===== config.mk =====
export PLATFORM = sky130hd
export DESIGN_NAME = time_of_day_to_segment_display_unit_flat
export DESIGN_NICKNAME = d
export VERILOG_FILES = /design/src/hw/rtl/tsd_pkg.sv /design/src/hw/rtl/tsd_in_if.sv /design/src/hw/rtl/tsd_out_if.sv /design/src/hw/rtl/tsd_word_enc.sv /design/src/hw/rtl/time_of_day_to_segment_display_unit.sv /design/src/flat_wrapper.sv
export SDC_FILE = /design/constraint.sdc
export NUM_CORES = 1
export LEC_CHECK = 0
export ABC_CLOCK_PERIOD_IN_PS = 5900
export BUFFER_PORTS_ARGS = -buffer_cell sky130_fd_sc_hd__buf_2
export CORE_UTILIZATION = 58
export CTS_CLUSTER_SIZE = 8
export DETAILED_ROUTE_END_ITERATION = 10
export HOLD_SLACK_MARGIN = 0.03
export MAX_ROUTING_LAYER = met4
export PLACE_DENSITY = 0.81
export SLEW_MARGIN = 40
export SYNTH_ARGS = -nofsm -noshare
export SYNTH_HDL_FRONTEND = slang
export SYNTH_HIERARCHICAL = 1
export SYNTH_SLANG_ARGS = --single-unit
export TNS_END_PERCENT = 10

===== constraint.sdc =====
create_clock -name i_clk -period 5.9 [get_ports i_clk]
set_input_delay 1.18 -clock i_clk [delete_from_list [all_inputs] [get_ports i_clk]]
set_output_delay 1.18 -clock i_clk [all_outputs]
set_load 0.005 [all_outputs]

===== src/hw/rtl/tsd_pkg.sv =====
package tsd_pkg;

    // Field widths
    localparam int TodW  = 32;
    localparam int WordW = 30;
    localparam int SecW  = 17;   // whole seconds, up to one full day
    localparam int RemW  = 12;   // seconds within the hour
    localparam int MinW  = 6;
    localparam int HourW = 4;    // 12-hour clock value
    localparam int HrawW = 5;    // 24-hour value, up to 24
    localparam int SegW  = 7;

    // Range and time constants
    localparam logic [TodW-1:0] TodLimit    = 32'd1382400;
    localparam logic [SecW-1:0] SecsPerHour = 17'd3600;
    localparam logic [HrawW-1:0] HalfDay    = 5'd12;
    localparam logic [HourW-1:0] HalfDayH   = 4'd12;
    localparam logic [HourW-1:0] HourTen    = 4'd10;

    // Reciprocal multiply: secs / 3600, exact for secs below 2^17
    localparam int HourShift = 29;
    localparam int HourProdW = SecW + 18;
    localparam logic [HourProdW-1:0] HourRecip = 35'd149131;

    // Reciprocal multiply: rem / 60, exact for rem below 3600
    localparam int MinShift = 18;
    localparam int MinProdW = RemW + 13;
    localparam logic [MinProdW-1:0] MinRecip = 25'd4370;

    // Reciprocal multiply: mins / 10, exact for mins below 60
    localparam int DigShift = 7;
    localparam int DigProdW = 10;
    localparam logic [DigProdW-1:0] DigRecip = 10'd13;
    localparam logic [MinW-1:0] DigTen = 6'd10;

    // Display word bit offsets
    localparam int MinOnesOff = 0;
    localparam int MinTensOff = 7;
    localparam int HrOnesOff  = 14;
    localparam int HrTensOff  = 21;
    localparam int AmBit      = 28;
    localparam int PmBit      = 29;

    // Encoder request: one time value split for display
    typedef struct packed {
        logic [MinW-1:0]  mins;
        logic [HourW-1:0] hour;
        logic             pm;
        logic             err;
    } t_enc_in;

    // Seven-segment pattern for one decimal digit
    function automatic logic [SegW-1:0] seg7(input logic [3:0] digit);
        logic [SegW-1:0] pat;
        unique case (digit)
            4'd0:    pat = 7'd119;
            4'd1:    pat = 7'd36;
            4'd2:    pat = 7'd93;
            4'd3:    pat = 7'd109;
            4'd4:    pat = 7'd46;
            4'd5:    pat = 7'd107;
            4'd6:    pat = 7'd123;
            4'd7:    pat = 7'd37;
            4'd8:    pat = 7'd127;
            4'd9:    pat = 7'd111;
            default: pat = 7'd0;
        endcase
        return pat;
    endfunction

endpackage


===== src/hw/rtl/tsd_in_if.sv =====
interface tsd_in_if;
    import tsd_pkg::*;

    logic                   valid;
    logic                   ready;
    logic signed [TodW-1:0] time_of_day;

    modport source (output valid, output time_of_day, input ready);
    modport sink   (input valid, input time_of_day, output ready);
endinterface


===== src/hw/rtl/tsd_out_if.sv =====
interface tsd_out_if;
    import tsd_pkg::*;

    logic             valid;
    logic             ready;
    logic [WordW-1:0] display_word;
    logic             error;

    modport source (output valid, output display_word, output error, input ready);
    modport sink   (input valid, input display_word, input error, output ready);
endinterface


===== src/hw/rtl/tsd_word_enc.sv =====
module tsd_word_enc (
    input  tsd_pkg::t_enc_in          i_enc,
    output logic [tsd_pkg::WordW-1:0] o_word
);
    import tsd_pkg::*;

    logic [DigProdW-1:0] tens_prod;
    logic [2:0]          min_tens;
    logic [MinW-1:0]     min_ones;
    logic                hr_tens;
    logic [HourW-1:0]    hr_ones;
    logic [WordW-1:0]    word;

    // Split minutes into tens and ones
    assign tens_prod = DigProdW'(i_enc.mins) * DigRecip;
    assign min_tens  = tens_prod[DigShift+2:DigShift];
    assign min_ones  = i_enc.mins - MinW'(min_tens) * DigTen;

    // Split the 12-hour value
    assign hr_tens = (i_enc.hour >= HourTen);
    assign hr_ones = hr_tens ? (i_enc.hour - HourTen) : i_enc.hour;

    // Assemble segments and the AM/PM flag
    always_comb begin
        word = '0;
        word[MinOnesOff +: SegW] = seg7(min_ones[3:0]);
        word[MinTensOff +: SegW] = seg7({1'b0, min_tens});
        word[HrOnesOff  +: SegW] = seg7(hr_ones);
        if (hr_tens) begin
            word[HrTensOff +: SegW] = seg7(4'd1);
        end
        word[AmBit] = ~i_enc.pm;
        word[PmBit] = i_enc.pm;
    end

    // Blank the word on an out-of-range request
    assign o_word = i_enc.err ? '0 : word;

endmodule


===== src/hw/rtl/time_of_day_to_segment_display_unit.sv =====
// Channel   Dir  Payload                              Handshake
// i_tod     in   time_of_day (32b signed, 1/16 s)    valid / ready
// o_disp    out  display_word (30b), error (1b)      valid / ready
//
// Five register stages: seconds and range check, hour by reciprocal multiply,
// remainder and 12-hour mapping, minute by reciprocal multiply, word encode.
// One request per cycle sustained while o_disp.ready stays high.
// Reset (i_rst_n low, synchronous) clears only the stage valid bits.
// Each stage has its own ready, so bubbles close up under a stall and a
// stalled request holds in place without loss or repeat.
module time_of_day_to_segment_display_unit (
    input  logic      i_clk,
    input  logic      i_rst_n,
    tsd_in_if.sink    i_tod,
    tsd_out_if.source o_disp
);
    import tsd_pkg::*;

    localparam int NStage = 5;

    logic [NStage-1:0] r_vld;
    logic [NStage-1:0] rdy;

    // Stage 0: seconds and range
    logic             r_err0;
    logic [SecW-1:0]  r_secs0;
    logic             n_err0;
    logic [SecW-1:0]  n_secs0;

    // Stage 1: raw hour
    logic             r_err1;
    logic [SecW-1:0]  r_secs1;
    logic [HrawW-1:0] r_hraw1;
    logic [HourProdW-1:0] hour_prod;

    // Stage 2: remainder within the hour and 12-hour value
    logic             r_err2;
    logic [RemW-1:0]  r_rem2;
    logic [HourW-1:0] r_hour2;
    logic             r_pm2;
    logic [SecW-1:0]  hour_secs;
    logic [HourW-1:0] n_hour2;
    logic             n_pm2;

    // Stage 3: minutes
    t_enc_in              r_enc3;
    logic [MinProdW-1:0]  min_prod;

    // Stage 4: output
    logic [WordW-1:0] r_word4;
    logic             r_err4;
    logic [WordW-1:0] enc_word;

    // Per-stage ready: a stage loads when empty or when its successor moves
    assign rdy[4] = ~r_vld[4] | o_disp.ready;
    assign rdy[3] = ~r_vld[3] | rdy[4];
    assign rdy[2] = ~r_vld[2] | rdy[3];
    assign rdy[1] = ~r_vld[1] | rdy[2];
    assign rdy[0] = ~r_vld[0] | rdy[1];

    assign i_tod.ready = rdy[0];

    // Advance valid bits
    always_ff @(posedge i_clk) begin
        if (!i_rst_n) begin
            r_vld <= '0;
        end else begin
            if (rdy[0]) r_vld[0] <= i_tod.valid;
            if (rdy[1]) r_vld[1] <= r_vld[0];
            if (rdy[2]) r_vld[2] <= r_vld[1];
            if (rdy[3]) r_vld[3] <= r_vld[2];
            if (rdy[4]) r_vld[4] <= r_vld[3];
        end
    end

    // Check the range and round to whole seconds
    assign n_err0  = i_tod.time_of_day[TodW-1] |
                     (unsigned'(i_tod.time_of_day) > TodLimit);
    assign n_secs0 = i_tod.time_of_day[SecW+3:4] + SecW'(i_tod.time_of_day[3]);

    // Divide by 3600 through a reciprocal multiply
    assign hour_prod = HourProdW'(r_secs0) * HourRecip;

    // Take the remainder and fold the hour onto a 12-hour clock
    assign hour_secs = SecW'(r_hraw1) * SecsPerHour;

    always_comb begin
        if (r_hraw1 == '0) begin
            n_hour2 = HalfDayH;
            n_pm2   = 1'b0;
        end else if (r_hraw1 < HalfDay) begin
            n_hour2 = r_hraw1[HourW-1:0];
            n_pm2   = 1'b0;
        end else if (r_hraw1 == HalfDay) begin
            n_hour2 = HalfDayH;
            n_pm2   = 1'b1;
        end else begin
            n_hour2 = HourW'(r_hraw1 - HalfDay);
            n_pm2   = 1'b1;
        end
    end

    // Divide the remainder by 60 through a reciprocal multiply
    assign min_prod = MinProdW'(r_rem2) * MinRecip;

    // Encode digits into the display word
    tsd_word_enc u_enc (
        .i_enc  (r_enc3),
        .o_word (enc_word)
    );

    // Stage payload registers
    always_ff @(posedge i_clk) begin
        if (rdy[0]) begin
            r_err0  <= n_err0;
            r_secs0 <= n_secs0;
        end
        if (rdy[1]) begin
            r_err1  <= r_err0;
            r_secs1 <= r_secs0;
            r_hraw1 <= hour_prod[HourShift+HrawW-1:HourShift];
        end
        if (rdy[2]) begin
            r_err2  <= r_err1;
            r_rem2  <= RemW'(r_secs1 - hour_secs);
            r_hour2 <= n_hour2;
            r_pm2   <= n_pm2;
        end
        if (rdy[3]) begin
            r_enc3.err  <= r_err2;
            r_enc3.mins <= min_prod[MinShift+MinW-1:MinShift];
            r_enc3.hour <= r_hour2;
            r_enc3.pm   <= r_pm2;
        end
        if (rdy[4]) begin
            r_word4 <= enc_word;
            r_err4  <= r_enc3.err;
        end
    end

    assign o_disp.valid        = r_vld[4];
    assign o_disp.display_word = r_word4;
    assign o_disp.error        = r_err4;

`ifndef SYNTH
    a_err_blank: assert property (@(posedge i_clk) disable iff (!i_rst_n)
        (o_disp.valid && o_disp.error) |-> (o_disp.display_word == '0))
        else $error("error result with nonzero display word");

    a_ampm_one: assert property (@(posedge i_clk) disable iff (!i_rst_n)
        (o_disp.valid && !o_disp.error) |-> $onehot(o_disp.display_word[PmBit:AmBit]))
        else $error("AM/PM flags not exactly one");

    a_hour_range: assert property (@(posedge i_clk) disable iff (!i_rst_n)
        (r_vld[3] && !r_enc3.err) |-> (r_enc3.hour >= 4'd1 && r_enc3.hour <= HalfDayH))
        else $error("12-hour value out of range");

    a_accept_loads: assert property (@(posedge i_clk) disable iff (!i_rst_n)
        (i_tod.valid && i_tod.ready) |=> r_vld[0])
        else $error("accepted request not held in first stage");
`endif

endmodule

===== src/flat_wrapper.sv =====
// flat-port wrapper written by rule: the top's interface ports become plain ports
module time_of_day_to_segment_display_unit_flat import tsd_pkg::*;
  (i_clk, i_rst_n, i_tod_valid, i_tod_time_of_day, i_tod_ready, o_disp_valid, o_disp_display_word, o_disp_error, o_disp_ready);
  tsd_in_if i_tod_i ();
  tsd_out_if o_disp_i ();
  input  logic i_clk;
  input  logic i_rst_n;
  input wire logic [$bits(i_tod_i.valid)-1:0] i_tod_valid;
  input wire logic [$bits(i_tod_i.time_of_day)-1:0] i_tod_time_of_day;
  output wire logic [$bits(i_tod_i.ready)-1:0] i_tod_ready;
  output wire logic [$bits(o_disp_i.valid)-1:0] o_disp_valid;
  output wire logic [$bits(o_disp_i.display_word)-1:0] o_disp_display_word;
  output wire logic [$bits(o_disp_i.error)-1:0] o_disp_error;
  input wire logic [$bits(o_disp_i.ready)-1:0] o_disp_ready;
  assign i_tod_i.valid = i_tod_valid;
  assign i_tod_i.time_of_day = i_tod_time_of_day;
  assign i_tod_ready = i_tod_i.ready;
  assign o_disp_valid = o_disp_i.valid;
  assign o_disp_display_word = o_disp_i.display_word;
  assign o_disp_error = o_disp_i.error;
  assign o_disp_i.ready = o_disp_ready;
  time_of_day_to_segment_display_unit u_core (.i_clk(i_clk), .i_rst_n(i_rst_n), .i_tod(i_tod_i), .o_disp(o_disp_i));
endmodule

Word level (Yosys, flattened, before mapping)
Memories as Yosys holds them, arrays and structs flattened. A register that Yosys moved wholly into a read port is not among the register bits.
Cells that the tools add are included.
{"block": "word_totals", "rom_bits": 280, "memories": 3, "regBits": 102}
{"name": "(no name shown)", "words": 16, "word_bits": 7, "read_ports": 1, "rd_clocked_by_memory_dff": 1, "wr": 0, "line_no": "tsd_pkg.sv:55", "source": "unique case (digit)"}
{"name": "(no name shown)", "words": 16, "word_bits": 7, "read_ports": 1, "rd_clocked_by_memory_dff": 1, "wr": 0, "line_no": "tsd_pkg.sv:55"}
{"name": "(no name shown)", "words": 8, "word_bits": 7, "read_ports": 1, "rd_clocked_by_memory_dff": 1, "wr": 0, "line_no": "tsd_pkg.sv:55"}
{"block": "classes", "eq_ne": 1, "bitwise": 12, "addsub": 5, "n_lt_le_gt_ge": 3, "n_mux": 5, "reduce_logical": 1, "mul": 5}
{"cell": "17-bit by 18-bit multiplier with 34-bit output (second input constant)", "count": 1}
{"cell": "32-bit by 21-bit > comparator with 1-bit output (second input constant)", "count": 1}
{"cell": "12-bit by 12-bit multiplier with 23-bit output (second input constant)", "count": 1}
{"cell": "17-bit by 1-bit adder with 17-bit output", "count": 1}
{"cell": "4-bit two-way mux", "count": 3}
{"cell": "12-bit subtractor", "count": 1}
{"cell": "6-bit by 4-bit multiplier with 10-bit output (second input constant)", "count": 1}
{"cell": "5-bit by 8-bit multiplier with 8-bit output (second input constant)", "count": 1}
{"cell": "4-bit subtractor (second input constant)", "count": 2}
{"cell": "6-bit two-way mux", "count": 1}
{"cell": "1-bit NOT", "count": 6}
{"cell": "1-bit OR", "count": 6}
{"cell": "5-bit by 4-bit == test with 1-bit output (second input constant)", "count": 1}
{"cell": "5-bit logical NOT", "count": 1}
{"cell": "5-bit by 4-bit < comparator with 1-bit output (second input constant)", "count": 1}
{"cell": "4-bit >= comparator (second input constant)", "count": 1}
{"cell": "4-bit subtractor", "count": 1}
{"cell": "3-bit by 3-bit multiplier with 3-bit output (second input constant)", "count": 1}
{"cell": "1-bit two-way mux", "count": 1}

Longest topological paths before layout
Gate-level depths: netlist of run 1.
{"block": "logic_depth", "depth_word": 6, "depth_mapped": 19, "ltp_nobuf": 19}

Modules after synthesis
Netlist of run 1, hierarchy kept.
{"module": "time_of_day_to_segment_display_unit", "area_per_inst_um2": 9721.8, "seq_area_each_um2": 3012.9, "cells_each": 847, "n_inst": 1}
{"module": "tsd_word_enc", "area_per_inst_um2": 1162.4, "seq_area_each_um2": 0.0, "cells_each": 146, "n_inst": 1}

Least setup slack after synthesis of run 1
OpenSTA, ideal clock, no wires.
{"block": "synth_timing", "kind": "reg-to-reg", "startpoint": "register u_core.r_secs0[15]", "endpoint": "register u_core.r_hraw1[4], data pin", "t_required_ns": 5.640, "path_slack_ns": 0.667, "stages_incl_launch_ff": 18, "n_path_buf": 0, "t_arrival_ns": 4.973, "cell_sequence": "edfxtp_1 -> inv_1 -> ha_1 -> fa_1 -> inv_1 -> fa_1 -> fa_1 -> fa_1 -> inv_1 -> fa_1 -> inv_1 -> ha_1 -> a21o_1 -> a31o_1 -> a2111oi_4 -> o211ai_2 -> a32oi_2 -> xnor2_1"}
{"block": "synth_via", "elab_chain_cells": 1}
{"element": "from (decl)", "line_no": "time_of_day_to_segment_display_unit.sv:26", "source": "logic [SecW-1:0] r_secs0;"}
{"element": "from (signal assigned)", "line_no": "time_of_day_to_segment_display_unit.sv:116", "source": "r_secs0 <= n_secs0;"}
{"element": "17-bit by 18-bit multiplier with 34-bit output", "line_no": "time_of_day_to_segment_display_unit.sv:82", "source": "assign hour_prod = HourProdW'(r_secs0) * HourRecip;"}
{"element": "via u_core.hour_prod[33]", "line_no": "time_of_day_to_segment_display_unit.sv:34", "source": "logic [HourProdW-1:0] hour_prod;"}
{"element": "to (signal assigned)", "line_no": "time_of_day_to_segment_display_unit.sv:121", "source": "r_hraw1 <= hour_prod[HourShift+HrawW-1:HourShift];"}
{"element": "to (decl)", "line_no": "time_of_day_to_segment_display_unit.sv:33", "source": "logic [HrawW-1:0] r_hraw1;"}
The timed path passes the listed nets, and every way through them passes these cells.
A chain may end at the register's enable or synchronous reset.

Worst setup path in the final report of run 1
{"block": "layout_timing", "startpoint": "register u_core.r_secs0[6]", "endpoint": "register u_core.r_hraw1[4], data pin"}
The elaborated chain is that of the path after synthesis.

==> out/metrics.cfg, run 1 <==
[place]
port_buffers = 68
hpwlAfterDp_um = 17400
gp_congestion = 0.905
dp_slack_ps = 423

[clock_tree]
cts_setup_buffers = 0
clock_sinks = 102
clockBufferDepth = 2
insertion_delay_ps = 360
cts_root_buffer = clkbuf_16
cts_max_level = 3
ctsResizeCount = 0
cts_hold_buf = 0
path_clk_slew_ps = 80
cts_tree = yes
numCtsBuffers = 9

[finish]
layout-drive-gt1-share_pct = 10.1
diodes = 0
area_delta_synth_final_pct = 8.27
nNetsFinal = 1443
final_common_cell = ha_1
final_cell_mix = ha_1, inv_1, edfxtp_1

[critical_path]
crit_type = flop to flop
worst_setup_path_end_kind = flop
r2r-start = u_core/r_secs0[6]
worstSetupStartpoint = u_core/r_secs0[6]
worstPathRequired_ps = 6010
path_max_fanout = 9
start_kind = flop
rr_worst_depth = 17
cp.arrival_ps = 5620
r2r_slack_ps = 390

[job]
drv_cap = 0

[global_route]
grt_pass1_wl_um = 34800
overflow = 0
grt.total_usage_pct = 23.5
grt_pass1_vias = 7609
grt_max_degree = 32
antenna_found_initial = 0

[synthesis]
synth_compound_area_share_pct = 8.33
async_flop_share_pct = 0
synth_flop_cell = edfxtp_1
synthSimpleGateAreaFrac_pct = 7.08
synthMuxAreaShare_pct = 0.851
syn_inst = 993
ys_top_cells_by_area = ha_1, edfxtp_1, fa_1, inv_1, xnor2_1
synth_xor_area_share_pct = 3.64
yosysTopAreaCell = ha_1
synth_edf_count = 97
synth_top_family_by_area = adder cells
synth_top_area_share_pct = 29.8
synth_seq_cells = 102
netlist_area_sq_um = 10900
synthAdderAreaFrac_pct = 44.3
netlist-cell-type-count = 69
syn_avg_cell_area_sq_um = 11.0
ys_warn_count = 6
ys_seq_area_share_pct = 27.7

[route]
antenna_left = 0
drt-initial-drc-count = 323
routedWlPerCell_um = 15.7
dr_total_vias = 7093
drtPass1Iterations = 9
drt_wl_total_um = 20500
drc = 4
vias_per_cell = 5.44

[timing]
worst_pin_slew_ps = 685
slew_headroom_pct = 54.3
setup_viol = 0
grt_setup_unrepaired = no
fin_setup_tns_ps = 0
period_share_pct = 93.5
setup_ws_ps = 386
finClkSkew_ps = 11.0
hold_viol = 0
min_period_ps = 5510
slew_violations = 0
fmax_ghz = 0.181

[floorplanning]
core_sq_um = 18100
num_rows = 49
top_level_ports = 69
initial_core_util_pct = 60.0
die-width_um = 139
die_y_um = 139
die-area_sq_um = 19300

[min_path]
hold_path.class = flop to flop
hold_path.startpoint = u_core/r_hour2[3]
holdPathStages = 0

[status]
outcome = finished, violations left
violations = DRC

==> critical path, stage by stage, from the launching register on <==
cell and delay (ps):
edfxtp_1 570, inv_1 90, ha_1 350, fa_1 500
fa_1 510, inv_1 50, fa_1 460, fa_1 550
inv_1 60, fa_1 520, inv_1 40, ha_1 340
a21o_1 200, a31o_1 210, a2111oi_4 310, o211ai_2 160
a32oi_2 240, xnor2_1 90
==> Yosys cell counts (all sizes together), types with 3 or more instances <==
master  number
inv        217
nand2       30
mux2i        7
a211oi       5
nor2b       13
o21a         8
xnor2       29
a21oi       39
nor2        29
nor4         5
o211ai       6
a21boi       3
clkbuf       4
a211o        4
fa          79
edfxtp      97
or3          3
nand4        5
buf          7
a21o        19
and4         6
a31oi        4
o21ai       15
ha         259
nor3b        4
dfxtp        5
nor3         8
xor2        12
or2          4
nand3       20
a221oi       4
and3        10
and2         3
==> sequential cells by signal, indices dropped and copies added, names as in the netlist <==
register / count
u_core/o_disp.display_word: 30
u_core/o_disp.error: 1
u_core/r_enc3: 12
u_core/r_err0: 1
u_core/r_err1: 1
u_core/r_err2: 1
u_core/r_hour2: 4
u_core/r_hraw1: 5
u_core/r_pm2: 1
u_core/r_rem2: 12
u_core/r_secs0: 17
u_core/r_secs1: 12
u_core/r_vld: 5
==> per-stage QoR <==
step	hold WS, ps	util (%)	std cells	instance area (sq um)
floorplan	400	-	997	10900
global placement	401	63.3	1287	11500
detailed placement	406	63.3	1287	11500
CTS	419	64.9	1303	11800
global route	428	64.9	1303	11800
finish	414	64.9	1303	11800
==> final timing paths <==
check | endpoint
worst min-delay path | u_core/r_enc3[5]
worst max-delay path | u_core/r_hraw1[4]
worst min register to register | u_core/r_enc3[5]
worst max register to register | u_core/r_hraw1[4]
==> logic make-up (layout without fill, tap and decap cells) <==
| kind of cell | count (synthesis) | in the layout |
|---|---|---|
| fa+ha+maj | 338 | 338 |
| buf+inv | 228 | 305 |
| simple gates | 145 | 145 |
| compound gates | 128 | 128 |
| flops | 102 | 102 |
| xor+xnor | 42 | 42 |
| mux | 9 | 9 |
| other cells | 1 | 5 |
==> routing by layer <==
metal | track usage, % | vias up | part of all wire, %
met4 | 8.13 | 0 | 2.3
met1 | 26.7 | 3394 | 41
li1 | - | 3531 | -
met2 | 41.9 | 127 | 53
met3 | 3.73 | 41 | 3.6
met5 | - | - | 0
==> cell type report <==
class,count,area [sq um]
Sequential cell,102,3010
Clock inverter,7,63.8
Fill cell,1365,6360
Tap cell,229,287
Clock buffer,9,225
Timing Repair Buffer,72,370
Inverter,217,815
Multi-Input combinational cell,667,7010
Power of run 1 is not shown: default switching activity piles up to over one toggle a cycle in this logic, so the estimate is an artifact.
==> run 2, diff against run 1 <==
SYNTH_HIERARCHICAL = not set   (was 1)
==> out/metrics.cfg, run 2 <==
[global_route]
antenna_found_initial = 0  ; unchanged
grt_max_degree = 28  ; -13%
grt_pass1_vias = 6954  ; -8.6%
grt_pass1_wl_um = 31800  ; -8.6%
grt.total_usage_pct = 23.3  ; -0.18 points
overflow = 0  ; unchanged

[clock_tree]
cts_max_level = 3  ; unchanged
clockBufferDepth = 2  ; unchanged
cts_root_buffer = clkbuf_16
cts_hold_buf = 0  ; unchanged
clock_sinks = 96  ; -5.9%
cts_tree = yes
path_clk_slew_ps = 70  ; about the same
numCtsBuffers = 9  ; unchanged
insertion_delay_ps = 360  ; about the same

[route]
antenna_left = 0  ; unchanged
drt-initial-drc-count = 346  ; +7.1%
drt_wl_total_um = 19000  ; -7.1%
drc = 0  ; -4
routedWlPerCell_um = 15.3  ; -2.4%
drtPass1Iterations = 4  ; -5
dr_total_vias = 6650  ; -6.2%
vias_per_cell = 5.36  ; -1.6%

[min_path]
hold_path.startpoint = u_core.r_err1
hold_path.class = flop to flop

[finish]
area_delta_synth_final_pct = 9.19
final_cells = 1241  ; -4.8%
diodes = 0  ; unchanged
layout-drive-gt1-share_pct = 10.1  ; -0.011 points
nNetsFinal = 1386  ; -4.0%
final_cell_mix = ha_1, inv_1, edfxtp_1
final_common_cell = ha_1
largest_reg_flops = 24  ; -20%

[place]
gp_congestion = 0.866  ; -4.3%
hpwlAfterDp_um = 15900  ; -8.5%
place_inst = 1220  ; -5.2%
dp_slack_ps = 246  ; -177 ps
port_buffers = 63  ; -7.4%

[timing]
finClkSkew_ps = 6.89  ; -4.10 ps
hold_viol = 0  ; unchanged
min_period_ps = 5590  ; +76.5 ps
worst_pin_slew_ps = 688  ; +2.96 ps
setup_ws_ps = 310  ; -76.5 ps
fin_setup_tns_ps = 0  ; unchanged
setup_viol = 0  ; unchanged
period_share_pct = 94.7  ; +1.3 points
fmax_ghz = 0.179  ; -1.4%
slew_headroom_pct = 54.1  ; -0.20 points
slew_violations = 0  ; unchanged

[synthesis]
ys_seq_area_share_pct = 27.5  ; -0.16 points
netlist-cell-type-count = 53  ; -23%
async_flop_share_pct = 0  ; unchanged
ys_warn_count = 0  ; -6
netlist_area_sq_um = 10300  ; -5.4%
synth_edf_count = 91  ; -6.2%
synth.most_common_cell = ha_1
synth_flop_cell = edfxtp_1
syn_inst = 932  ; -6.1%
ys_top_cells_by_area = ha_1, edfxtp_1, fa_1, inv_1, xnor2_1
yosysTopAreaCell = ha_1
synth_seq_cells = 96  ; -5.9%
syn_avg_cell_area_sq_um = 11.0  ; +0.76%
synthTopCellsByCount = ha_1, inv_1, edfxtp_1
synth_top_area_share_pct = 31.6  ; +1.8 points

[critical_path]
crit_type = flop to flop
path_max_fanout = 7  ; -2
worst_setup_path_end_kind = flop
start_kind = flop
cp.arrival_ps = 5690  ; +70 ps
r2r-start = u_core.r_secs0[16]
worstPathRequired_ps = 6000  ; about the same
worstSetupStartpoint = u_core.r_secs0[16]

[job]
drv_cap = 0  ; unchanged

[floorplanning]
die_y_um = 135  ; -2.7%
die-area_sq_um = 18300  ; -5.4%
initial_core_util_pct = 59.5  ; -0.46 points
core_sq_um = 17300  ; -4.7%
num_rows = 48  ; -2.0%
top_level_ports = 69  ; unchanged
die-width_um = 135  ; -2.7%

[status]
outcome = complete, no violations

## run 2: changes by cell type after synthesis, sizes merged, moves of 4 or more
cell / delta
nand2: -7
edfxtp: -6
xnor2: +5
nor2b: -6
o221ai: +5
a21o: -5
o211ai: -4
nor2: -7
nand3: -6
mux2i: -6
## run 2: through the flow
| stage | utilization (%) | hold slack [ps] | area [sq um] |
|---|---|---|---|
| final | 65.0 | 416 | 11200 |
| after global routing | 65.0 | 429 | 11200 |
| after CTS | 64.7 | 418 | 11200 |
| after detailed placement | 62.9 | 405 | 10900 |
| after global placement | 62.9 | 401 | 10900 |
| after floorplan | - | 400 | 10300 |
## run 2: logic make-up after synthesis
group,share of synthesized area (%)
adder cells (fa/ha/maj),47.0
buffers and inverters,8.72
AND/OR/NAND/NOR,5.96
AO/OA/AOI/OAI,6.58
flip-flops,27.5
XOR/XNOR,4.13
other,0.0364
multiplexers,0.0972
## run 2: cell type report
type | count | area (sq um)
clock buffers | 9 | 225
flip-flops and latches | 96 | 2830
repair buffers | 74 | 402
inverters | 220 | 826
fillers | 1285 | 6060
clock inverters | 7 | 83.8
multi-input cells | 610 | 6590
well taps | 225 | 282
## run 2: worst max-delay path: stages (launching register included)
cell and delay, ps:
edfxtp_1 520, ha_1 270, fa_1 390, fa_1 510, inv_1 60, fa_1 540, inv_1 70, fa_1 540
inv_1 60, fa_1 530, inv_1 50, ha_1 300, a21o_1 180, a221oi_1 280, o221ai_1 160, a41oi_2 240
o221ai_1 230, o221ai_1 300, xnor2_1 120
## run 2: path summary, 6_finish.rpt
kind	endpoint	slack, ps	cells past startpoint
max reg2reg	u_core.r_hraw1[4]	310	18
min reg2reg	u_core.r_err2	420	0
max	u_core.r_hraw1[4]	310	18
min	u_core.r_err2	420	0
## run 2: repair_timing
action | in CTS | in global routing
setup endpoints to repair | 0 | 3
buffers inserted | 0 | 4
gates resized for setup | 0 | 1
## run 2: per-layer routing
metal	track usage [%]	vias up	wire length [um]
met2	42.3	159	9870
met1	25.6	3170	7950
met3	3.78	40	630
met4	8.36	0	573
met5	-	-	0
li1	-	3281	-
Power of run 2 is left out for the same reason.
==> run 3, diff against run 2 <==
ABC_CLOCK_PERIOD_IN_PS = 5000   (was 5900)
CORE_UTILIZATION = 57   (was 58)
MAX_ROUTING_LAYER = not set   (was met4)
PLACE_DENSITY = 0.83   (was 0.81)
clock period = 5 ns   (was 5.9 ns; I/O delays follow)
==> out/metrics.cfg, run 3 (same netlist as run 2, synthesis figures left out) <==
[global_route]
grt_pass1_vias = 7363  ; +5.9%
overflow = 0  ; unchanged
antenna_found_initial = 0  ; unchanged
grt_pass1_wl_um = 33700  ; +5.9%
grt_max_degree = 28  ; unchanged
grt.total_usage_pct = 23.8  ; +0.48 points

[finish]
final_cell_mix = ha_1, inv_1, edfxtp_1
nNetsFinal = 1413  ; +1.9%
largest_reg_flops = 24  ; unchanged
nFillCells = 1236  ; -3.8%
final_cells = 1268  ; +2.2%
area_delta_synth_final_pct = 12.2
layout-drive-gt1-share_pct = 14.3  ; +4.1 points
final_common_cell = ha_1
diodes = 0  ; unchanged

[timing]
setup_viol = 5  ; +5
finClkSkew_ps = 6.50  ; -0.384 ps
slew_violations = 0  ; unchanged
slew_headroom_pct = 50.2  ; -3.9 points
period_share_pct = 105  ; +11 points
worst_pin_slew_ps = 746  ; +57.6 ps
setup_ws_ps = -267  ; -576 ps
min_period_ps = 5270  ; -324 ps
fmax_ghz = 0.190  ; +6.1%
hold_viol = 0  ; unchanged
grt_setup_unrepaired = yes

[floorplanning]
die-area_sq_um = 18600  ; +1.7%
die_y_um = 136  ; +0.86%
die-width_um = 136  ; +0.86%
initial_core_util_pct = 58.9  ; -0.61 points
core_sq_um = 17500  ; +1.0%
top_level_ports = 69  ; unchanged
num_rows = 48  ; unchanged

[critical_path]
worstSetupStartpoint = u_core.r_secs0[16]
worstPathRequired_ps = 5100  ; -900 ps
crit_buf_inv = 5  ; +1
cpMostUsedCell = fa_1
r2r-start = u_core.r_secs0[16]
path_max_fanout = 4  ; -3
cpPeakStageDelay_ps = 540  ; about the same
worst_setup_path_end_kind = flop
path_cells = buf_6, ha_4, fa_1, inv_2, fa_1, fa_1, fa_1, inv_1, fa_1, inv_1, ha_2, a21o_1, a221oi_4, o221ai_1, a41oi_1, buf_4, o221ai_4, o221ai_2, xnor2_1
cp.arrival_ps = 5370  ; -320 ps
slowest_stage = fa_1
crit_type = flop to flop
critPathTopFamily = adder cells
start_kind = flop

[route]
drt_wl_total_um = 19900  ; +4.8%
antenna_left = 0  ; unchanged
drc = 0  ; unchanged
drtPass1Iterations = 4  ; unchanged
drt-initial-drc-count = 315  ; -9.0%
drt-met1-wl_um = 7900  ; -0.70%
routedWlPerCell_um = 15.7  ; +2.6%
vias_per_cell = 5.37  ; +0.25%
wl_met3_um = 926  ; +47%
met2_length_um = 10400  ; +5.5%
highest_layer = met4
dr_total_vias = 6812  ; +2.4%

[place]
gp_congestion = 0.918  ; +5.9%
place_inst = 1249  ; +2.4%
dp_slack_ps = -339  ; -585 ps
hpwlAfterDp_um = 16800  ; +5.2%
port_buffers = 63  ; unchanged

[min_path]
hold_path.startpoint = u_core.r_hour2[1]
hold_path.class = flop to flop

[clock_tree]
cts_tree = yes
cts_root_buffer = clkbuf_16
clock_sinks = 96  ; unchanged
cts_max_level = 3  ; unchanged
insertion_delay_ps = 360  ; about the same
clockBufferDepth = 2  ; unchanged
numCtsBuffers = 9  ; unchanged
path_clk_slew_ps = 70  ; about the same

[job]
drv_cap = 0  ; unchanged

[status]
outcome = finished, violations left
violations = setup timing

## run 3: cell types whose count changed in the layout (fill, tap and decap cells not counted), sizes merged
cell,delta
buf,+27
clkinv,+3
inv,-2
bufinv,-1
## run 3: worst paths after layout
path / to / cells past startpoint / slack, ps
max: u_core.r_hraw1[4] / 19 / -270
min: u_core.r_enc3[3] / 0 / 420
max reg2reg: u_core.r_hraw1[4] / 19 / -270
min reg2reg: u_core.r_enc3[3] / 0 / 420
## run 3: cell type report
cell class                      instances  area (sq um)  area share, %
Timing Repair Buffer                  101           612           5.30
Multi-Input combinational cell        610          6710           58.1
Inverter                              220           826           7.15
Sequential cell                        96          2830           24.5
Clock buffer                            9           225           1.95
Tap cell                              225           282           2.44
Clock inverter                          7          67.6          0.585
## run 3: timing repair
item	in CTS	in global routing
hold buffers	0	0
buffers inserted	1	1
endpoints found under the setup margin	5	6
pin swaps	11	2
hold endpoints to repair	0	0
resized for setup	8	4
## run 3: layer usage
layer / up-vias / GRT usage (%)
met5: - / 0
met2: 167 / 44.0
li1: 3333 / -
met4: 0 / 9.32
met3: 59 / 4.55
met1: 3253 / 26.6
## run 3: stage by stage
step	util [%]	setup TNS, ps	instance area, sq um	hold slack (ps)
global route	66.1	-1840	11600	426
detailed placement	63.9	-1310	11200	405
global placement	63.9	-184	11200	401
CTS	65.9	-785	11500	418
finish	66.1	-1020	11600	419
floorplan	-	0	10400	400
Power of run 3 is left out for the same reason.
